==> config.mk <==
export PLATFORM = sky130hd
export DESIGN_NAME = uvt_cell
export DESIGN_NICKNAME = d
export VERILOG_FILES = /design/src/sv/uvt_pkg.sv /design/src/sv/uvt_cell.sv
export SDC_FILE = /design/constraint.sdc
export NUM_CORES = 1
export LEC_CHECK = 0
export ABC_AREA = 1
export BUFFER_PORTS_ARGS = -buffer_cell sky130_fd_sc_hd__buf_4
export CORE_MARGIN = 4
export CORE_UTILIZATION = 48
export DETAILED_ROUTE_END_ITERATION = 16
export PLACE_DENSITY = 0.71
export SLEW_MARGIN = 40
export SYNTH_ARGS = -nofsm -noshare
export SYNTH_HDL_FRONTEND = slang
export SYNTH_SLANG_ARGS = --single-unit
==> constraint.sdc <==
create_clock -name clk_i -period 3.6 [get_ports clk_i]
set_input_delay 0.54 -clock clk_i [delete_from_list [all_inputs] [get_ports clk_i]]
set_output_delay 0.54 -clock clk_i [all_outputs]
set_load 0.01 [all_outputs]
==> src/sv/uvt_pkg.sv <==
// shared types, constants and compare helpers for the unique value table
package uvt_pkg;

  localparam int MAX_UNIQUE   = 256;
  localparam int MAX_ELEMENTS = 4096;
  localparam int UID_W  = $clog2(MAX_UNIQUE);
  localparam int UCNT_W = $clog2(MAX_UNIQUE + 1);
  localparam int EA_W   = $clog2(MAX_ELEMENTS);
  localparam int ECNT_W = $clog2(MAX_ELEMENTS + 1);

  typedef enum logic [1:0] {
    MODE_INSERT       = 2'd0,
    MODE_READ_UNIQUE  = 2'd1,
    MODE_READ_INVERSE = 2'd2,
    MODE_CLEAR        = 2'd3
  } mode_e;

  typedef enum logic [1:0] {
    ST_OK          = 2'd0,
    ST_UNIQUE_FULL = 2'd1,
    ST_ELEM_FULL   = 2'd2,
    ST_RANGE       = 2'd3
  } status_e;

  typedef enum logic [1:0] {
    ET_INT64   = 2'd0,
    ET_INT8    = 2'd1,
    ET_FLOAT32 = 2'd2,
    ET_FLOAT64 = 2'd3
  } etype_e;

  typedef enum logic [1:0] {
    MATCH_VALUE,
    MATCH_RANK,
    MATCH_ID
  } match_e;

  typedef enum logic [2:0] {
    S_IDLE,
    S_FETCH,
    S_LOAD,
    S_SCAN,
    S_DONE
  } state_e;

  localparam logic [0:0] CFG_SORTED = 1'b0;
  localparam logic [0:0] CFG_ETYPE  = 1'b1;

  typedef struct packed {
    logic [1:0]  mode;
    logic [63:0] element_bits;
    logic [11:0] position;
  } req_t;

  typedef struct packed {
    logic [1:0]  status;
    logic        is_new;
    logic [7:0]  entry_index;
    logic [63:0] unique_bits;
    logic [11:0] first_seen_at;
    logic [12:0] occurrences;
    logic [8:0]  distinct_total;
  } res_t;

  // broadcast from the controller to every cell
  typedef struct packed {
    logic              load;
    logic              commit;
    match_e            match_sel;
    logic [63:0]       key;
    logic [1:0]        etype;
    logic [UID_W-1:0]  target;
    logic [UCNT_W-1:0] dcount;
    logic              hit;
    logic              add_new;
    logic [UID_W-1:0]  hit_id;
    logic [UCNT_W-1:0] less;
    logic [EA_W-1:0]   new_first;
  } bcast_t;

  // running result handed from cell to cell
  typedef struct packed {
    logic              found;
    logic [UID_W-1:0]  id;
    logic [UCNT_W-1:0] less;
    logic [63:0]       value;
    logic [EA_W-1:0]   first;
    logic [ECNT_W-1:0] count;
    logic [UID_W-1:0]  rank;
  } acc_t;

  // keep only the bits the element type uses
  function automatic logic [63:0] mask_key(logic [63:0] v, logic [1:0] t);
    logic [63:0] m;
    m = v;
    unique case (t)
      ET_INT8:    m = {56'b0, v[7:0]};
      ET_FLOAT32: m = {32'b0, v[31:0]};
      default:    m = v;
    endcase
    return m;
  endfunction

  // signed ordering key: nan ranks above every number, +0 equals -0
  function automatic logic signed [65:0] order_key(logic [63:0] v, logic [1:0] t);
    logic signed [65:0] k;
    k = '0;
    unique case (t)
      ET_INT64: k = {{2{v[63]}}, v};
      ET_INT8:  k = {{58{v[7]}}, v[7:0]};
      ET_FLOAT32: begin
        if (v[30:0] > 31'h7F80_0000) k = {2'b01, 64'b0};
        else if (v[31]) k = -$signed({35'b0, v[30:0]});
        else k = $signed({35'b0, v[30:0]});
      end
      default: begin
        if (v[62:0] > 63'h7FF0_0000_0000_0000) k = {2'b01, 64'b0};
        else if (v[63]) k = -$signed({3'b0, v[62:0]});
        else k = $signed({3'b0, v[62:0]});
      end
    endcase
    return k;
  endfunction

endpackage

==> src/sv/uvt_cell.sv <==
// one table cell: holds a distinct value and folds itself into the passing scan
module uvt_cell import uvt_pkg::*; (
  input  logic             clk_i,
  input  logic             rst_ni,
  input  logic [UID_W-1:0] cell_id_i,
  input  bcast_t           bc_i,
  input  acc_t             acc_i,
  output acc_t             acc_o
);

  logic [63:0]       value_q;
  logic [EA_W-1:0]   first_q;
  logic [ECNT_W-1:0] count_q;
  logic [UID_W-1:0]  rank_q;
  logic              match_q, match_d;
  logic              lt_q, lt_d;
  acc_t              acc_q, acc_d;
  logic              active;

  assign active = {1'b0, cell_id_i} < bc_i.dcount;

  // local compare against the broadcast request
  always_comb begin
    match_d = 1'b0;
    unique case (bc_i.match_sel)
      MATCH_VALUE: match_d = order_key(value_q, bc_i.etype) == order_key(bc_i.key, bc_i.etype);
      MATCH_RANK:  match_d = rank_q == bc_i.target;
      default:     match_d = cell_id_i == bc_i.target;
    endcase
    match_d = match_d & active;
    lt_d = active & (order_key(value_q, bc_i.etype) < order_key(bc_i.key, bc_i.etype));
  end

  always_ff @(posedge clk_i or negedge rst_ni) begin
    if (!rst_ni) begin
      match_q <= 1'b0;
      lt_q    <= 1'b0;
    end else if (bc_i.load) begin
      match_q <= match_d;
      lt_q    <= lt_d;
    end
  end

  // fold this cell into the scan
  always_comb begin
    acc_d = acc_i;
    acc_d.less = acc_i.less + UCNT_W'(lt_q);
    if (match_q) begin
      acc_d.found = 1'b1;
      acc_d.id    = cell_id_i;
      acc_d.value = value_q;
      acc_d.first = first_q;
      acc_d.count = count_q;
      acc_d.rank  = rank_q;
    end
  end

  always_ff @(posedge clk_i) begin
    acc_q <= acc_d;
  end

  assign acc_o = acc_q;

  // commit of an insert
  always_ff @(posedge clk_i) begin
    if (bc_i.commit) begin
      if (bc_i.hit && bc_i.hit_id == cell_id_i) count_q <= count_q + 1'b1;
      if (bc_i.add_new) begin
        if (active && {1'b0, rank_q} >= bc_i.less) rank_q <= rank_q + 1'b1;
        if ({1'b0, cell_id_i} == bc_i.dcount) begin
          value_q <= bc_i.key;
          first_q <= bc_i.new_first;
          count_q <= ECNT_W'(1);
          rank_q  <= bc_i.less[UID_W-1:0];
        end
      end
    end
  end

endmodule

==> flow_metrics.py <==
metrics = {
    "worst_setup_path": {
        "r2r_start": "value_q[9]",
        "path_delay_family": "simple AND/OR/NAND/NOR gates",
        "path_cells": "inv_2, nand3_2, inv_2, nand4_4, o21ai_4, buf_6, nand3_4, o21ai_4, buf_4, nor2_1, nand2_2, ha_1, nand2_1, inv_1, nand3_2, nor2b_4, nand3_1, nor2_2, nand2_2, nand2_1, nand2_1, nand3_1, nand2_1",
        "cpMaxStageDelayCell": "edfxtp_1",
        "rrSetupSlack_ns": -0.08,
        "crit_path_end_kind": "register",
        "ff2ff_path_depth": 23,
        "rr_endpoint": "lt_q",
        "crit_cells": 23,
        "criticalPathCategory": "reg -> reg",
        "cpPeakStageDelay_ns": 0.55,
        "cp-start-kind": "register",
        "crit_fanout": 6,
        "crit_buf_inv": 5,
        "cp.required_ns": 4.01,
        "crit_top_cell": "nand2_1",
        "cp.arrival_ns": 4.08,
    },
    "pwr": {
        "pwr-share-seq": 0.390,
        "swShare": 0.307,
        "ir_drop_v": 0.000249,
        "p_per_area_mw_per_mm2": 270,
        "p_int_uw": 4760,
        "leakage_uw": 0.0125,
        "p_comb_frac": 0.260,
        "p_switching_uw": 2110,
        "clkPwrFrac": 0.351,
    },
    "global_route": {
        "grt_antenna_before_repair": 2,
        "grt_pass1_wl_um": 123000,
        "grt_pass1_vias": 21600,
        "grt_overflow_total": 0,
        "track_usage": 0.378,
        "grt_max_degree": 144,
    },
    "synthesis": {
        "ys.flop_type": "dfxtp_1",
        "synth_nets": 3275,
        "ys_async_sr_fraction": 0.00935,
        "synthDistinctLibCells": 50,
        "yosysWarnings": 0,
        "avgSynthCellArea_um2": 6.22,
        "netlist_area_mm2": 0.0183,
        "yosysSeqAreaShare": 0.288,
        "synth_edf_count": 97,
        "ys_seq_elements": 214,
        "netlist_instances": 2940,
    },
    "timing": {
        "finalHoldViolations": 0,
        "period_minus_slack_ns": 3.68,
        "rsz0062_at_grt": "yes",
        "fin_crit_sh": 1.02,
        "timing.fmax_ghz": 0.272,
        "setup_viol": 2,
        "finClkSkew_ns": 0.0268,
        "tightestPinTransition_ns": 0.798,
        "layout_setup_ws_ns": -0.0781,
        "finalMaxSlewViolations": 0,
        "slew_headroom": 0.463,
    },
    "placement": {
        "hpwl_um": 66600,
        "gp_congestion": 1.02,
        "post_dp_cell_area_mm2": 0.0237,
        "port_buffers": 357,
        "dpl_worst_slack_ns": -0.399,
    },
    "die": {
        "die_h_um": 203,
        "die_area_mm2": 0.0413,
        "core_area_mm2": 0.0376,
        "die_w_um": 203,
        "num_io_pins": 358,
        "rows": 71,
        "start_util": 0.486,
    },
    "flow_run": {
        "maxCapViolCount": 0,
    },
    "clocking": {
        "cts_buffers": 23,
        "clock-sinks": 214,
        "cts_max_path_buffers": 3,
        "htree_levels": 1,
        "cts_tree": "yes",
        "clk_pin_slew_ns": 0.07,
        "clk_latency_ns": 0.54,
        "cts-root-buf": "clkbuf_16",
    },
    "drt": {
        "drt-total-wl_um": 83700,
        "vias": 23100,
        "drt_pass1_iterations": 6,
        "drt_first_iter_violations": 3322,
        "wl_per_cell_um": 20.3,
        "ant_nets": 0,
        "drc": 0,
        "routed_via_density": 5.61,
    },
    "finish": {
        "areaGrowthSynthToFinish_pct": 39.1,
        "drive_gt1_frac": 0.265,
        "layout_common_cells": "nand2_1 (910), buf_4 (700), nor2_1 (354)",
        "layout_commonest_cell": "nand2_1",
        "regArea_mm2": 0.00527,
        "multi_input_area_mm2": 0.0119,
        "finalInstanceArea_mm2": 0.0254,
        "fin_nets": 3920,
        "n_fill_cell": 3338,
        "final_core_util": 0.676,
    },
    "status": {
        "violations": "setup timing",
        "status": "finished with violations",
    },
    "hold_path": {
        "hold_path_depth": 1,
        "min_from": "bc_i[50]",
        "hold_class": "in -> reg",
        "min_to": "value_q[0]",
    },
}
[worst max-delay path by stage]
stage	from	end	slack, ns
6_report	value_q[9]	lt_q	-0.08
5_1_grt	value_q[5]	lt_q	-0.23
4_1_cts	value_q[4]	match_q	0.007
3_5_place_dp	bc_i[50]	lt_q	-0.40
3_3_place_gp	bc_i[50]	lt_q	-0.27
2_1_floorplan	bc_i[50]	lt_q	0.33
[routing by layer]
layer	GRT usage	part of all wire	vias to the layer above
li1	-	-	10800
met1	0.503	0.39	10600
met2	0.621	0.46	1489
met3	0.0533	0.10	219
met4	0.156	0.048	0
met5	0	0	-
[power by group through the flow]
stage          combinational [µW]  sequential (µW)  clock (µW)
3_5_place_dp                 1660             2730           0
4_1_cts                      1670             2670        2430
6_report                     1780             2680        2410
5_1_grt                      1950             2680        2520
3_3_place_gp                 1600             2730           0
2_1_floorplan                 794             2760           0
[metrics by stage]
step / hold WS (ns) / power, µW / cells / setup TNS [ns]
global placement: 0.340 / 4330 / 4036 / -0.479
finish: 0.190 / 6870 / 4114 / -0.105
floorplan: 0.244 / 3550 / 2940 / 0
global route: 0.184 / 7150 / 4114 / -0.381
CTS: 0.177 / 6770 / 4087 / 0
detailed placement: 0.343 / 4390 / 4036 / -0.769
[flip-flops by register name (all words and copies together), names as in the netlist]
name / cells
acc_o: 115
count_q: 13
first_q: 12
lt_q: 1
match_q: 1
rank_q: 8
value_q: 64
[Yosys cell counts, types with 3 or more instances]
master | n | area [µm²]
nand2_1 | 941 | 3530
nor2_1 | 394 | 1480
inv_1 | 284 | 1070
o21ai_0 | 240 | 1200
nand3_1 | 230 | 1150
a21oi_1 | 117 | 586
dfxtp_1 | 115 | 2300
edfxtp_1 | 97 | 2910
ha_1 | 92 | 1150
clkbuf_1 | 83 | 312
xor2_1 | 81 | 709
nand4_1 | 47 | 294
nor3_1 | 42 | 210
o211ai_1 | 36 | 270
inv_2 | 14 | 52.6
nor2_2 | 13 | 81.3
o21bai_1 | 10 | 75.1
buf_2 | 9 | 45.0
buf_6 | 9 | 101
nand2_2 | 9 | 56.3
nor2_4 | 7 | 78.8
nor4_1 | 6 | 37.5
buf_4 | 5 | 37.5
clkinv_1 | 5 | 18.8
nand3b_1 | 5 | 37.5
or2_2 | 5 | 31.3
nor3_2 | 4 | 40.0
buf_1 | 3 | 11.3
nand3_2 | 3 | 30.0
o21ai_1 | 3 | 15.0
o21ai_4 | 3 | 48.8
o21bai_2 | 3 | 33.8
xnor2_1 | 3 | 26.3
[cell families (layout without fill, tap and decap cells)]
| kind of cell | count (synthesis) | count (layout) | share of synthesized area |
|---|---|---|---|
| simple gates | 1717 | 1717 | 0.392 |
| compound gates | 420 | 421 | 0.126 |
| buf+inv | 413 | 1073 | 0.0902 |
| flops | 214 | 214 | 0.288 |
| fa+ha+maj | 92 | 92 | 0.0630 |
| xor+xnor | 84 | 84 | 0.0403 |
| other cells | 0 | 2 | 0 |
[worst reg2reg max path: cells and delay by family, from the launching register on]
kind | cells | cell delay, ns
simple gates | 15 | 1.58
compound gates | 2 | 0.49
flops | 1 | 0.55
buf+inv | 5 | 0.76
fa+ha+maj | 1 | 0.18
[layout make-up]
type,count,share of cell area
sequential,214,0.207
tap,511,0.0252
timing repair buffer,728,0.223
inverter,304,0.0455
clock inverter,10,0.00266
clock buffer,31,0.0271
multi-input combinational,2314,0.469
antenna,2,0.000197
[timing repair]
| item | 4_1_cts | 5_1_grt |
|---|---|---|
| gates resized for setup | 21 | 150 |
| endpoints found under the setup margin | 2 | 2 |
| hold endpoints to repair | 2 | 0 |
| gates cloned | 0 | 2 |
| buffers inserted | 9 | 24 |
| pin swaps | 11 | 62 |
| hold buffers | 1 | 0 |
Note: power is estimated with default switching activity, not from simulation.
