$ cat src/sv/uvt_pkg.sv
// shared types, constants and compare helpers for the unique value table
package uvt_pkg;

  localparam int MAX_UNIQUE   = 256;
  localparam int MAX_ELEMENTS = 4096;
  localparam int UID_W  = $clog2(MAX_UNIQUE);
  localparam int UCNT_W = $clog2(MAX_UNIQUE + 1);
  localparam int EA_W   = $clog2(MAX_ELEMENTS);
  localparam int ECNT_W = $clog2(MAX_ELEMENTS + 1);

  typedef enum logic [1:0] {
    MODE_INSERT       = 2'd0,
    MODE_READ_UNIQUE  = 2'd1,
    MODE_READ_INVERSE = 2'd2,
    MODE_CLEAR        = 2'd3
  } mode_e;

  typedef enum logic [1:0] {
    ST_OK          = 2'd0,
    ST_UNIQUE_FULL = 2'd1,
    ST_ELEM_FULL   = 2'd2,
    ST_RANGE       = 2'd3
  } status_e;

  typedef enum logic [1:0] {
    ET_INT64   = 2'd0,
    ET_INT8    = 2'd1,
    ET_FLOAT32 = 2'd2,
    ET_FLOAT64 = 2'd3
  } etype_e;

  typedef enum logic [1:0] {
    MATCH_VALUE,
    MATCH_RANK,
    MATCH_ID
  } match_e;

  typedef enum logic [2:0] {
    S_IDLE,
    S_FETCH,
    S_LOAD,
    S_SCAN,
    S_DONE
  } state_e;

  localparam logic [0:0] CFG_SORTED = 1'b0;
  localparam logic [0:0] CFG_ETYPE  = 1'b1;

  typedef struct packed {
    logic [1:0]  mode;
    logic [63:0] element_bits;
    logic [11:0] position;
  } req_t;

  typedef struct packed {
    logic [1:0]  status;
    logic        is_new;
    logic [7:0]  entry_index;
    logic [63:0] unique_bits;
    logic [11:0] first_seen_at;
    logic [12:0] occurrences;
    logic [8:0]  distinct_total;
  } res_t;

  // broadcast from the controller to every cell
  typedef struct packed {
    logic              load;
    logic              commit;
    match_e            match_sel;
    logic [63:0]       key;
    logic [1:0]        etype;
    logic [UID_W-1:0]  target;
    logic [UCNT_W-1:0] dcount;
    logic              hit;
    logic              add_new;
    logic [UID_W-1:0]  hit_id;
    logic [UCNT_W-1:0] less;
    logic [EA_W-1:0]   new_first;
  } bcast_t;

  // running result handed from cell to cell
  typedef struct packed {
    logic              found;
    logic [UID_W-1:0]  id;
    logic [UCNT_W-1:0] less;
    logic [63:0]       value;
    logic [EA_W-1:0]   first;
    logic [ECNT_W-1:0] count;
    logic [UID_W-1:0]  rank;
  } acc_t;

  // keep only the bits the element type uses
  function automatic logic [63:0] mask_key(logic [63:0] v, logic [1:0] t);
    logic [63:0] m;
    m = v;
    unique case (t)
      ET_INT8:    m = {56'b0, v[7:0]};
      ET_FLOAT32: m = {32'b0, v[31:0]};
      default:    m = v;
    endcase
    return m;
  endfunction

  // signed ordering key: nan ranks above every number, +0 equals -0
  function automatic logic signed [65:0] order_key(logic [63:0] v, logic [1:0] t);
    logic signed [65:0] k;
    k = '0;
    unique case (t)
      ET_INT64: k = {{2{v[63]}}, v};
      ET_INT8:  k = {{58{v[7]}}, v[7:0]};
      ET_FLOAT32: begin
        if (v[30:0] > 31'h7F80_0000) k = {2'b01, 64'b0};
        else if (v[31]) k = -$signed({35'b0, v[30:0]});
        else k = $signed({35'b0, v[30:0]});
      end
      default: begin
        if (v[62:0] > 63'h7FF0_0000_0000_0000) k = {2'b01, 64'b0};
        else if (v[63]) k = -$signed({3'b0, v[62:0]});
        else k = $signed({3'b0, v[62:0]});
      end
    endcase
    return k;
  endfunction

endpackage

$ cat src/sv/uvt_ctrl.sv
// sequencer: request decode, scan timing, commit and result register
module uvt_ctrl import uvt_pkg::*; (
  input  logic             clk_i,
  input  logic             rst_ni,
  input  logic             start_i,
  input  req_t             req_i,
  output logic             busy_o,
  output logic             done_o,
  output res_t             res_o,
  input  logic             cfg_we_i,
  input  logic [0:0]       cfg_idx_i,
  input  logic [1:0]       cfg_data_i,
  output bcast_t           bc_o,
  input  acc_t             acc_i,
  output logic             ram_we_o,
  output logic [EA_W-1:0]  ram_waddr_o,
  output logic [UID_W-1:0] ram_wdata_o,
  output logic [EA_W-1:0]  ram_raddr_o,
  input  logic [UID_W-1:0] ram_rdata_i
);

  state_e            state_q, state_d;
  logic              sorted_q;
  logic [1:0]        etype_q;
  logic [UCNT_W-1:0] dc_q, dc_d;
  logic [ECNT_W-1:0] ec_q, ec_d;
  logic [1:0]        mode_q;
  logic [63:0]       key_q;
  logic [UID_W-1:0]  target_q;
  logic [UCNT_W-1:0] cnt_q;
  res_t              res_q, res_d;
  logic              done_q, done_d;
  logic              accept;
  logic              pos_in_dc, pos_in_ec, ec_full, dc_full;

  assign accept    = start_i & (state_q == S_IDLE);
  assign pos_in_dc = {1'b0, req_i.position} < 13'(dc_q);
  assign pos_in_ec = ECNT_W'(req_i.position) < ec_q;
  assign ec_full   = ec_q >= ECNT_W'(MAX_ELEMENTS);
  assign dc_full   = dc_q >= UCNT_W'(MAX_UNIQUE);

  // next state
  always_comb begin
    state_d = state_q;
    unique case (state_q)
      S_IDLE: begin
        if (accept) begin
          unique case (req_i.mode)
            MODE_INSERT:       if (!ec_full) state_d = S_LOAD;
            MODE_READ_UNIQUE:  if (pos_in_dc) state_d = S_LOAD;
            MODE_READ_INVERSE: if (pos_in_ec) state_d = S_FETCH;
            default:           state_d = S_IDLE;
          endcase
        end
      end
      S_FETCH: state_d = S_LOAD;
      S_LOAD:  state_d = S_SCAN;
      S_SCAN:  if (cnt_q == UCNT_W'(MAX_UNIQUE - 1)) state_d = S_DONE;
      S_DONE:  state_d = S_IDLE;
      default: state_d = S_IDLE;
    endcase
  end

  // outputs: broadcast, element store write, result
  always_comb begin
    bc_o = '0;
    bc_o.load      = state_q == S_LOAD;
    bc_o.key       = key_q;
    bc_o.etype     = etype_q;
    bc_o.target    = target_q;
    bc_o.dcount    = dc_q;
    bc_o.hit_id    = acc_i.id;
    bc_o.less      = acc_i.less;
    bc_o.new_first = ec_q[EA_W-1:0];
    if (mode_q == MODE_INSERT) bc_o.match_sel = MATCH_VALUE;
    else if (mode_q == MODE_READ_UNIQUE && sorted_q) bc_o.match_sel = MATCH_RANK;
    else bc_o.match_sel = MATCH_ID;

    ram_we_o    = 1'b0;
    ram_waddr_o = ec_q[EA_W-1:0];
    ram_wdata_o = acc_i.id;
    ram_raddr_o = EA_W'(req_i.position);

    res_d  = '0;
    done_d = 1'b0;
    dc_d   = dc_q;
    ec_d   = ec_q;

    // requests answered at once
    if (accept) begin
      res_d.distinct_total = 9'(dc_q);
      unique case (req_i.mode)
        MODE_INSERT: if (ec_full) begin
          res_d.status = ST_ELEM_FULL;
          done_d = 1'b1;
        end
        MODE_READ_UNIQUE: if (!pos_in_dc) begin
          res_d.status = ST_RANGE;
          done_d = 1'b1;
        end
        MODE_READ_INVERSE: if (!pos_in_ec) begin
          res_d.status = ST_RANGE;
          done_d = 1'b1;
        end
        default: begin
          dc_d = '0;
          ec_d = '0;
          res_d.distinct_total = '0;
          done_d = 1'b1;
        end
      endcase
    end

    // end of scan
    if (state_q == S_DONE) begin
      done_d = 1'b1;
      res_d.distinct_total = 9'(dc_q);
      if (mode_q == MODE_INSERT) begin
        if (acc_i.found) begin
          bc_o.commit = 1'b1;
          bc_o.hit    = 1'b1;
          ram_we_o    = 1'b1;
          ec_d        = ec_q + 1'b1;
          res_d.entry_index   = 8'(acc_i.id);
          res_d.unique_bits   = acc_i.value;
          res_d.first_seen_at = 12'(acc_i.first);
          res_d.occurrences   = 13'(acc_i.count + 1'b1);
        end else if (dc_full) begin
          res_d.status = ST_UNIQUE_FULL;
        end else begin
          bc_o.commit  = 1'b1;
          bc_o.add_new = 1'b1;
          ram_we_o     = 1'b1;
          ram_wdata_o  = dc_q[UID_W-1:0];
          ec_d         = ec_q + 1'b1;
          dc_d         = dc_q + 1'b1;
          res_d.is_new         = 1'b1;
          res_d.entry_index    = 8'(dc_q);
          res_d.unique_bits    = key_q;
          res_d.first_seen_at  = 12'(ec_q);
          res_d.occurrences    = 13'd1;
          res_d.distinct_total = 9'(dc_q + 1'b1);
        end
      end else begin
        res_d.entry_index   = (mode_q == MODE_READ_INVERSE && sorted_q) ?
                              8'(acc_i.rank) : 8'(acc_i.id);
        res_d.unique_bits   = acc_i.value;
        res_d.first_seen_at = 12'(acc_i.first);
        res_d.occurrences   = 13'(acc_i.count);
      end
    end
  end

  // control registers
  always_ff @(posedge clk_i or negedge rst_ni) begin
    if (!rst_ni) begin
      state_q  <= S_IDLE;
      sorted_q <= 1'b1;
      etype_q  <= ET_INT64;
      dc_q     <= '0;
      ec_q     <= '0;
      cnt_q    <= '0;
      done_q   <= 1'b0;
    end else begin
      state_q <= state_d;
      dc_q    <= dc_d;
      ec_q    <= ec_d;
      done_q  <= done_d;
      if (cfg_we_i) begin
        unique case (cfg_idx_i)
          CFG_SORTED: sorted_q <= cfg_data_i[0];
          default:    etype_q  <= cfg_data_i;
        endcase
      end
      if (state_q == S_LOAD) cnt_q <= '0;
      else if (state_q == S_SCAN) cnt_q <= cnt_q + 1'b1;
    end
  end

  // request payload and result
  always_ff @(posedge clk_i) begin
    res_q <= res_d;
    if (accept) begin
      mode_q   <= req_i.mode;
      key_q    <= mask_key(req_i.element_bits, etype_q);
      target_q <= UID_W'(req_i.position);
    end
    if (state_q == S_FETCH) target_q <= ram_rdata_i;
  end

  assign busy_o = state_q != S_IDLE;
  assign done_o = done_q;
  assign res_o  = res_q;

endmodule

$ cat config.mk
export PLATFORM = sky130hd
export DESIGN_NAME = uvt_ctrl
export DESIGN_NICKNAME = d
export VERILOG_FILES = /design/src/sv/uvt_pkg.sv /design/src/sv/uvt_ctrl.sv
export SDC_FILE = /design/constraint.sdc
export NUM_CORES = 1
export LEC_CHECK = 0
export BUFFER_PORTS_ARGS = -buffer_cell sky130_fd_sc_hd__clkbuf_2
export CAP_MARGIN = 20
export CORE_AREA = 2 2 184 186
export CTS_CLUSTER_DIAMETER = 100
export DETAILED_ROUTE_END_ITERATION = 8
export DIE_AREA = 0 0 186 188
export PLACE_DENSITY = 0.65
export SLEW_MARGIN = 25
export SYNTH_ARGS = -nofsm -noshare
export SYNTH_HDL_FRONTEND = slang
export SYNTH_SLANG_ARGS = --single-unit
$ cat constraint.sdc
create_clock -name clk_i -period 3.2 [get_ports clk_i]
set_clock_uncertainty 0.1 [all_clocks]
set_input_delay 0.16 -clock clk_i [delete_from_list [all_inputs] [get_ports clk_i]]
set_output_delay 0.16 -clock clk_i [all_outputs]
set_load 0.02 [all_outputs]
==> results by group, run 1 <==
Run status
  – Status: finished, final reports clean

Finish
  – Leading cell type in the layout, fill and taps excluded: clkbuf_2
  – Reg area: 0.00536 mm2
  – Commonest cells after routing, fill and taps aside: clkbuf_2, dlygate4sd3_1, dfxtp_1
  – Fin area: between 0.01 and 0.015 mm2
  – Area of the multi-input gates: between 0.003 and 0.004 mm2
  – Fill count: 3034
  – Area growth, synth to finish: 56.3%
  – Layout cell share with drive strength beyond 1: 0.362
  – NumNets Final: roughly 1700

Power and ir drop
  – Leakage: around 0.0067 uW
  – Pwr dens: 466 mW/mm2
  – Worst vdd ir: between 0.4 and 0.5 mV

Synth
  – Sequential area share after synthesis: 0.573
  – Area share of xor/xnor cells in the synthesized design: 0.00656
  – Top_reg_cell synth: dfxtp_1
  – Synthesized Nets: between 1000 and 1500
  – Synth Area in Adders: 0.0361
  – Ys async rst share: 0.172
  – Compound-Gate Fraction of Synth Area: 0.144
  – Yosys reg bits: around 220
  – Mux contribution to synthesized area: 0.0175
  – Post-synth cell types: a little under 70
  – Synthesized area per cell: roughly 11 um2
  – Number of synthesized flops with an enable pin: 74
  – Synth Instances: 846
  – Post-Synth Simple-Gate Area: 0.149
  – Synth Warn #: 0
  – Largest family of logic cells by synthesized area: simple AND/OR/NAND/NOR gates
  – Cell Area, Synth: about 0.0093 mm2

Hold path
  – Worst min-delay path category: in2reg

Floorplanning
  – Initial Util: 0.282
  – Core Box Area: approximately 0.033 mm2
  – Die Y: ~190 um
  – FP Rows: 67
  – Die width: 186 um
  – Number of top-level pins: 470
  – Die area: about 0.035 mm2

Timing
  – Max Clock Freq: 0.342 GHz
  – Slew HR: 0.435
  – Post-route setup slack: roughly 0.28 ns
  – Worst slew pin tran: roughly 0.84 ns
  – Max-slew violations: 0
  – Final hold viol count: 0
  – Clock period minus final worst setup slack: around 2.9 ns
  – Setup_tns: 0 ns
  – Worst hold slack: around 0.032 ns
  – # setup viols final: 0
  – Period utilisation layout: 0.913
  – RSZ-0062 raised after global routing: no

Clocking
  – Total CTS buffers: 26
  – CTS tree: done
  – Worst skew pair latency: roughly 0.52 ns
  – Clock root buffer: clkbuf_16
  – Clock sink total: approximately 220
  – Clock transition at the registers of the reported paths: around 0.06 ns
  – H-tree depth: 1
  – Clock Tree Buf Depth: 3

Routing
  – Routed len/inst: 17.9 um
  – Initial DRC Count: about 510
  – ANT nets after route: 0
  – DRT Pass-1 Iters: 5
  – DRT Wirelength: between 30000 and 40000 um
  – Via density: 4.65
  – Via count: roughly 8900
  – Drt drc: 0

Worst setup path
  – Critical path class: reg2reg
  – Crit. End Element: flop
  – CP Max Fanout: 13
  – Crit path DAT: between 3 and 4 ns
  – CP required: roughly 3.5 ns
  – Startpoint Class: flop

Global route
  – Largest net degree at the start of global routing: 78
  – Vias in the first global route: approximately 9200
  – Grt ovf: 0
  – Global Route Usage Sum: 0.190
  – First-pass GRT wire length: just over 50000 um
  – Antenna violations before repair: 1

Placement
  – Pre-CTS setup slack: 0.687 ns
  – Port Buffer Count: roughly 450
  – Hpwl dp: around 24000 um
  – Placed Area: around 0.012 mm2
  – GPL Wtd Cong: about 0.85

Job
  – # Max-Cap Violations: 0
[state kept, by name, summed over array words and instances, names as in the netlist]
signal and count:
cnt_q 9, dc_q 9, done_o 1, ec_q 13, etype_q 2, key_q 64
mode_q 2, res_o 109, sorted_q 1, state_q 3, target_q 8
[worst max-delay path: stages (launching register included)]
cell and delay (ns):
edfxtp_1 0.57, nor2_4 0.34, nand4_1 0.33, o21ai_0 0.28, dlygate4sd3_1 0.58, a21oi_1 0.06, dlygate4sd3_1 0.54
[worst paths after layout]
| path | from | endpoint | slack, ns | cells after the start |
|---|---|---|---|---|
| max | mode_q[1] | res_o[16] | 0.28 | 6 |
| min | start_i | res_o[108] | 0.03 | 3 |
| max reg2reg | mode_q[1] | res_o[16] | 0.28 | 6 |
| min reg2reg | key_q[5] | res_o[39] | 0.39 | 1 |
| max in group asynchronous | rst_ni | ec_q[11] | 2.41 | 3 |
| min in group asynchronous | rst_ni | ec_q[4] | 0.10 | 2 |
[area by class of cell]
cell class              count  share of cell area
flip-flops and latches    221               0.367
repair buffers            665               0.302
multi-input cells         503               0.226
clock buffers              39              0.0557
well taps                 448              0.0384
inverters                  29             0.00753
clock inverters             9             0.00368
diodes                      1            0.000171
[kinds of logic after synthesis]
family	after synthesis
xor gates and xnor gates	7
buffers and inverters	122
DFF	221
AOI/OAI and AO/OA	192
muxes	15
and+or+nand+nor	262
adders and majority gates	27
[cell usage after synthesis (all sizes together), types with 3 or more instances]
cell type / number / area, um2
a211oi: 5 / 42.5
a21o: 5 / 37.5
a21oi: 31 / 155
a22o: 70 / 613
a22oi: 5 / 37.5
and2: 34 / 213
and3: 10 / 62.6
buf: 78 / 531
clkbuf: 15 / 56.3
dfrtp: 37 / 926
dfxtp: 109 / 2180
edfxtp: 74 / 2220
ha: 27 / 338
inv: 29 / 109
mux2: 11 / 124
mux2i: 4 / 40.0
nand2: 80 / 300
nand2b: 5 / 31.3
nand3: 18 / 103
nand4: 12 / 75.1
nor2: 39 / 156
nor2b: 30 / 188
nor3: 10 / 66.3
nor3b: 4 / 40.0
nor4: 3 / 25.0
o211ai: 3 / 22.5
o21ai: 52 / 260
or3: 6 / 37.5
or4: 3 / 26.3
xor2: 5 / 43.8
[per-stage QoR]
stage	total power, uW	utilization	cells
6_report	6810	0.441	1915
5_1_grt	7100	0.441	1914
4_1_cts	6880	0.441	1914
3_5_place_dp	3710	0.354	1663
3_3_place_gp	3700	0.354	1663
2_1_floorplan	3470	-	846
[report_power, final]
part / total, uW / switching [uW] / leakage (uW) / internal, uW
sequential: 3060 / 71.6 / 0.00203 / 2990
clock: 2950 / 1190 / 0.000430 / 1760
combinational: 803 / 372 / 0.00422 / 432
total: 6810 / 1640 / 0.00668 / 5180
[timing repair]
item | CTS | global route
setup endpoints to repair | 0 | 1
hold buffers | 203 | 0
resized for setup | 0 | 1
setup buffers | 0 | 0
hold endpoints to repair | 214 | 0
[per-layer routing]
metal,vias to the layer above,GRT usage,part of all wire
met5,-,0,0
li1,4188,-,-
met3,63,0.0369,0.066
met2,404,0.338,0.50
met4,0,0.0648,0.032
met1,4253,0.228,0.40
No activity file was read; power rests on OpenSTA's default activity.
==> run 2, diff against run 1 <==
- PLACE_DENSITY: 0.65 -> default
==> run 2 against run 1 <==
  * Power increased by 1.3%
  * Die area unchanged
  * Largest cell class unchanged
  * Critical path type unchanged
  * Highest routed layer unchanged
  * Critical path depth increased by 2
  * Non-clock buffer count unchanged
  * Sequential share of layout area about the same
  * Clock power increased by 3%
==> results by group, run 2 (synthesized netlist as in run 1, its figures left out) <==
Routing
  – Initial DRC Count: ~470
  – Via count: between 8000 and 9000
  – DRT met1 WL: 13900 um
  – DRT Pass-1 Iters: 5
  – Top layer in use: met4
  – DRT Wirelength: 34700 um
  – ANT nets after route: 0
  – Via density: around 4.7
  – Routed len/inst: ~18 um
  – Met2 WL post-DR: around 17000 um
  – Drt drc: 0
  – Met3 WL: 2300 um

Worst setup path
  – CP Capture Point: res_o[101]
  – Crit path DAT: 3.30 ns
  – CP Max Fanout: 19
  – R2R depth: 8
  – Startpoint Class: flop
  – Worst Setup SP: state_q[0]
  – Worst reg2reg setup slack: about 0.27 ns
  – Critical path class: reg2reg
  – R2r endpoint: res_o[101]
  – CP required: 3.56 ns
  – Worst r2r src: state_q[0]
  – Crit. End Element: flop

Floorplanning
  – Number of top-level pins: between 400 and 500
  – Die Y: 188 um
  – Core Box Area: approximately 0.033 mm2
  – FP Rows: 67
  – Die width: 186 um
  – Initial Util: 0.282
  – Die area: roughly 0.035 mm2

Clocking
  – Clock transition at the registers of the reported paths: 0.06 ns
  – Setup bufs post-CTS: 0
  – Total CTS buffers: 26
  – CTS tree: done
  – Clock Tree Buf Depth: 3
  – Clock sink total: ~220
  – H-tree depth: 1
  – Worst skew pair latency: about 0.52 ns
  – Clock root buffer: clkbuf_16
  – CTS hold repair buffers: slightly above 200
  – Post-cts sizing count: 0

Timing
  – Clock period minus final worst setup slack: a little under 3 ns
  – Final hold viol count: 0
  – Max-slew violations: 0
  – Slew HR: 0.454
  – Max Clock Freq: 0.341 GHz
  – # setup viols final: 0
  – Period utilisation layout: 0.916
  – Worst slew pin tran: about 0.82 ns
  – RSZ-0062 raised after global routing: no
  – Setup_tns: 0 ns

Global route
  – Vias in the first global route: around 9000
  – Antenna violations before repair: 1
  – Grt ovf: 0
  – Largest net degree at the start of global routing: slightly below 80
  – First-pass GRT wire length: 51700 um
  – Global Route Usage Sum: 0.191

Placement
  – Hpwl dp: ~25000 um
  – GPL Wtd Cong: approximately 0.85
  – Port Buffer Count: between 400 and 500

Hold path
  – Worst min-delay path category: in2reg

Power and ir drop
  – Worst vdd ir: roughly 0.39 mV
  – Pwr dens: 472 mW/mm2
  – Leakage: roughly 0.0067 uW
  – Power consumption: ~7000 uW

Finish
  – Largest register FFs: 109
  – Commonest cells after routing, fill and taps aside: clkbuf_2, dlygate4sd3_1, dfxtp_1
  – Layout cell share with drive strength beyond 1: 0.362
  – Area growth, synth to finish: 56.4%
  – NumNets Final: roughly 1700
  – Leading cell type in the layout, fill and taps excluded: clkbuf_2

Job
  – # Max-Cap Violations: 0

Run status
  – Status: finished, final reports clean
## run 2: layout make-up
type,count,area [um2]
inverters,29,109
flip-flops and latches,221,5360
well taps,448,561
diodes,1,2.50
multi-input cells,503,3300
clock buffers,33,719
fillers,3069,18500
clock inverters,15,161
repair buffers,665,4410
## run 2: power by group
part	switching, uW	internal [uW]	total (uW)
Clock	1200	1840	3040
Sequential	71.2	2990	3060
Combinational	367	431	798
## run 2: worst max-delay path, stage by stage, from the launching register on
cell and delay, ns:
dfrtp_1 0.58, nor3b_2 0.43, buf_4 0.26, o21ai_0 0.10, buf_4 0.20, a21oi_1 0.40
a22oi_1 0.13, dlygate4sd3_1 0.60, nand2_1 0.07
## run 2: worst min-delay path by stage
| stage | from | to | slack (ns) | cells past startpoint |
|---|---|---|---|---|
| 2_1_floorplan | rst_ni | cnt_q[0] | -0.24 | 0 |
| 3_3_place_gp | rst_ni | ec_q[2] | 0.01 | 1 |
| 3_5_place_dp | rst_ni | ec_q[2] | 0.01 | 1 |
| 4_1_cts | start_i | res_o[108] | 0.004 | 3 |
| 5_1_grt | start_i | res_o[108] | 0.05 | 3 |
| 6_report | start_i | res_o[108] | 0.03 | 3 |
## run 2: per-stage QoR
| stage | area [um2] | utilization | hold slack, ns | setup slack (ns) | instances |
|---|---|---|---|---|---|
| after floorplan | 9350 | - | -0.236 | 0.541 | 846 |
| after global placement | 11700 | 0.354 | 0.0126 | 0.778 | 1663 |
| after detailed placement | 11700 | 0.354 | 0.0115 | 0.737 | 1663 |
| after CTS | 14600 | 0.442 | 0.00392 | 0.305 | 1914 |
| after global routing | 14600 | 0.442 | 0.0499 | 0.144 | 1914 |
| final | 14600 | 0.442 | 0.0345 | 0.268 | 1915 |
## run 2: metal layers
| metal | up-vias | GRT usage |
|---|---|---|
| li1 | 4186 | - |
| met1 | 4270 | 0.228 |
| met2 | 435 | 0.341 |
| met3 | 68 | 0.0361 |
| met4 | 0 | 0.0633 |
| met5 | - | 0 |
==> run 3, diff against run 2 <==
- CORE_AREA: 2 2 184 186 -> 2 2 182 184
- CTS_BUF_LIST: default -> sky130_fd_sc_hd__clkbuf_8
- DIE_AREA: 0 0 186 188 -> 0 0 184 186
==> run 3 against run 2 <==
  * Critical path depth fell by 5
  * Clock-buffer cell count rose by 14
  * Wire length fell by 0.84%
  * Setup slack improved by 0.081 ns
  * Largest power group unchanged
==> results by group, run 3 (synthesized netlist as in run 1, its figures left out) <==
Worst setup path
  – Startpoint Class: flop
  – CP required: 3.38 ns
  – Critical path class: reg2reg
  – Crit. End Element: flop
  – R2R depth: 3
  – Crit path DAT: between 3 and 4 ns
  – CP Max Fanout: 19

Global route
  – Grt ovf: 0
  – First-pass GRT wire length: between 40000 and 50000 um
  – Global Route Usage Sum: 0.190
  – Antenna violations before repair: 0
  – Vias in the first global route: roughly 9000
  – Largest net degree at the start of global routing: 66

Finish
  – Largest register FFs: 109
  – Area of the multi-input gates: about 0.0033 mm2
  – Area growth, synth to finish: 54.4%
  – Reg area: between 0.005 and 0.006 mm2
  – Layout cell share with drive strength beyond 1: 0.366
  – Leading cell type in the layout, fill and taps excluded: clkbuf_2
  – NumNets Final: between 1500 and 2000
  – Fill count: between 2000 and 3000
  – Fin area: between 0.01 and 0.015 mm2
  – Core Util, Final: 0.448
  – Commonest cells after routing, fill and taps aside: clkbuf_2, dlygate4sd3_1, dfxtp_1

Routing
  – DRT Wirelength: 34400 um
  – Via count: slightly below 9000
  – Via density: about 4.7
  – Routed len/inst: ~18 um
  – Drt drc: 0
  – ANT nets after route: 0
  – Initial DRC Count: between 400 and 500
  – DRT Pass-1 Iters: 5

Clocking
  – Worst skew pair latency: between 0.5 and 0.6 ns
  – H-tree depth: 2
  – Clock root buffer: clkbuf_8
  – Clock sink total: 221
  – Clock Tree Buf Depth: 3
  – Total CTS buffers: a little over 40
  – Clock transition at the registers of the reported paths: about 0.06 ns
  – CTS tree: done

Timing
  – Max-slew violations: 0
  – Slew HR: 0.433
  – Setup_tns: 0 ns
  – Period utilisation layout: 0.891
  – Worst slew pin tran: between 0.8 and 0.9 ns
  – Max Clock Freq: about 0.35 GHz
  – Final hold viol count: 0
  – RSZ-0062 raised after global routing: no
  – Clock period minus final worst setup slack: 2.85 ns
  – # setup viols final: 0

Floorplanning
  – Number of top-level pins: between 400 and 500
  – Die width: between 150 and 200 um
  – Die Y: about 190 um
  – Die area: between 0.03 and 0.04 mm2
  – Core Box Area: between 0.03 and 0.04 mm2
  – Initial Util: 0.290
  – FP Rows: 66

Hold path
  – Worst min-delay path category: in2reg
  – WHS Path Cells: 5

Placement
  – GPL Wtd Cong: approximately 0.83
  – Port Buffer Count: roughly 450
  – Placed Area: about 0.012 mm2
  – Hpwl dp: 24600 um

Power and ir drop
  – Power consumption: around 6500 uW
  – Pwr dens: 449 mW/mm2
  – Leakage: 0.00670 uW
  – Worst vdd ir: around 0.35 mV

Run status
  – Status: finished, final reports clean

Job
  – # Max-Cap Violations: 0
==> run 3: cell count changes in the layout (fill, tap and decap cells not counted), sizes merged <==
cell / previous run / this run
inv: 30 / 47
clkbuf: 484 / 498
dlygate4sd3: 203 / 199
clkinv: 10 / 7
bufinv: 3 / 1
buf: 11 / 10
clkinvlp: 1 / 2
==> run 3: area by class of cell <==
class / count / area share
antenna: 1 / 0.000173
clock buffer: 47 / 0.0448
clock inverter: 28 / 0.0101
inverter: 29 / 0.00754
multi-input combinational: 503 / 0.229
sequential: 221 / 0.371
tap: 408 / 0.0354
timing repair buffer: 660 / 0.302
==> run 3: worst max-delay path, cell delays in order (launching register included) <==
cell and delay [ns]:
dfrtp_1 0.70, nor3b_2 0.80, mux2_2 0.42, dlygate4sd3_1 0.57
==> run 3: path summary, 6_finish.rpt <==
kind                       startpoint          end  slack, ns
max                        state_q[0]  target_q[6]       0.35
min                          acc_i[7]   res_o[105]       0.04
max reg2reg                state_q[0]  target_q[6]       0.35
min reg2reg                 key_q[42]    res_o[76]       0.40
max in group asynchronous      rst_ni      dc_q[0]       2.18
min in group asynchronous      rst_ni     ec_q[10]       0.06
==> run 3: routing by layer <==
| layer | share of wire | track usage |
|---|---|---|
| met1 | 0.40 | 0.225 |
| met2 | 0.49 | 0.326 |
| met3 | 0.072 | 0.0428 |
| met4 | 0.042 | 0.0915 |
| met5 | 0 | 0 |
==> run 3: what timing repair did <==
item,4_1_cts,5_1_grt
setup buffers,0,0
endpoints found under the hold margin,192,0
hold buffers,199,0
resized for setup,0,0
==> run 3: metrics by stage <==
step / instances / hold slack [ns] / setup WS (ns)
2_1_floorplan: 846 / -0.236 / 0.541
3_3_place_gp: 1622 / 0.104 / 0.828
3_5_place_dp: 1622 / 0.0950 / 0.787
4_1_cts: 1896 / 0.00621 / 0.398
5_1_grt: 1896 / 0.0437 / 0.225
6_report: 1897 / 0.0364 / 0.349
==> run 3: power breakdown <==
part	total (uW)	switching [uW]	internal [uW]
Sequential	3060	70.3	2990
Combinational	793	366	427
Clock	2630	1210	1420
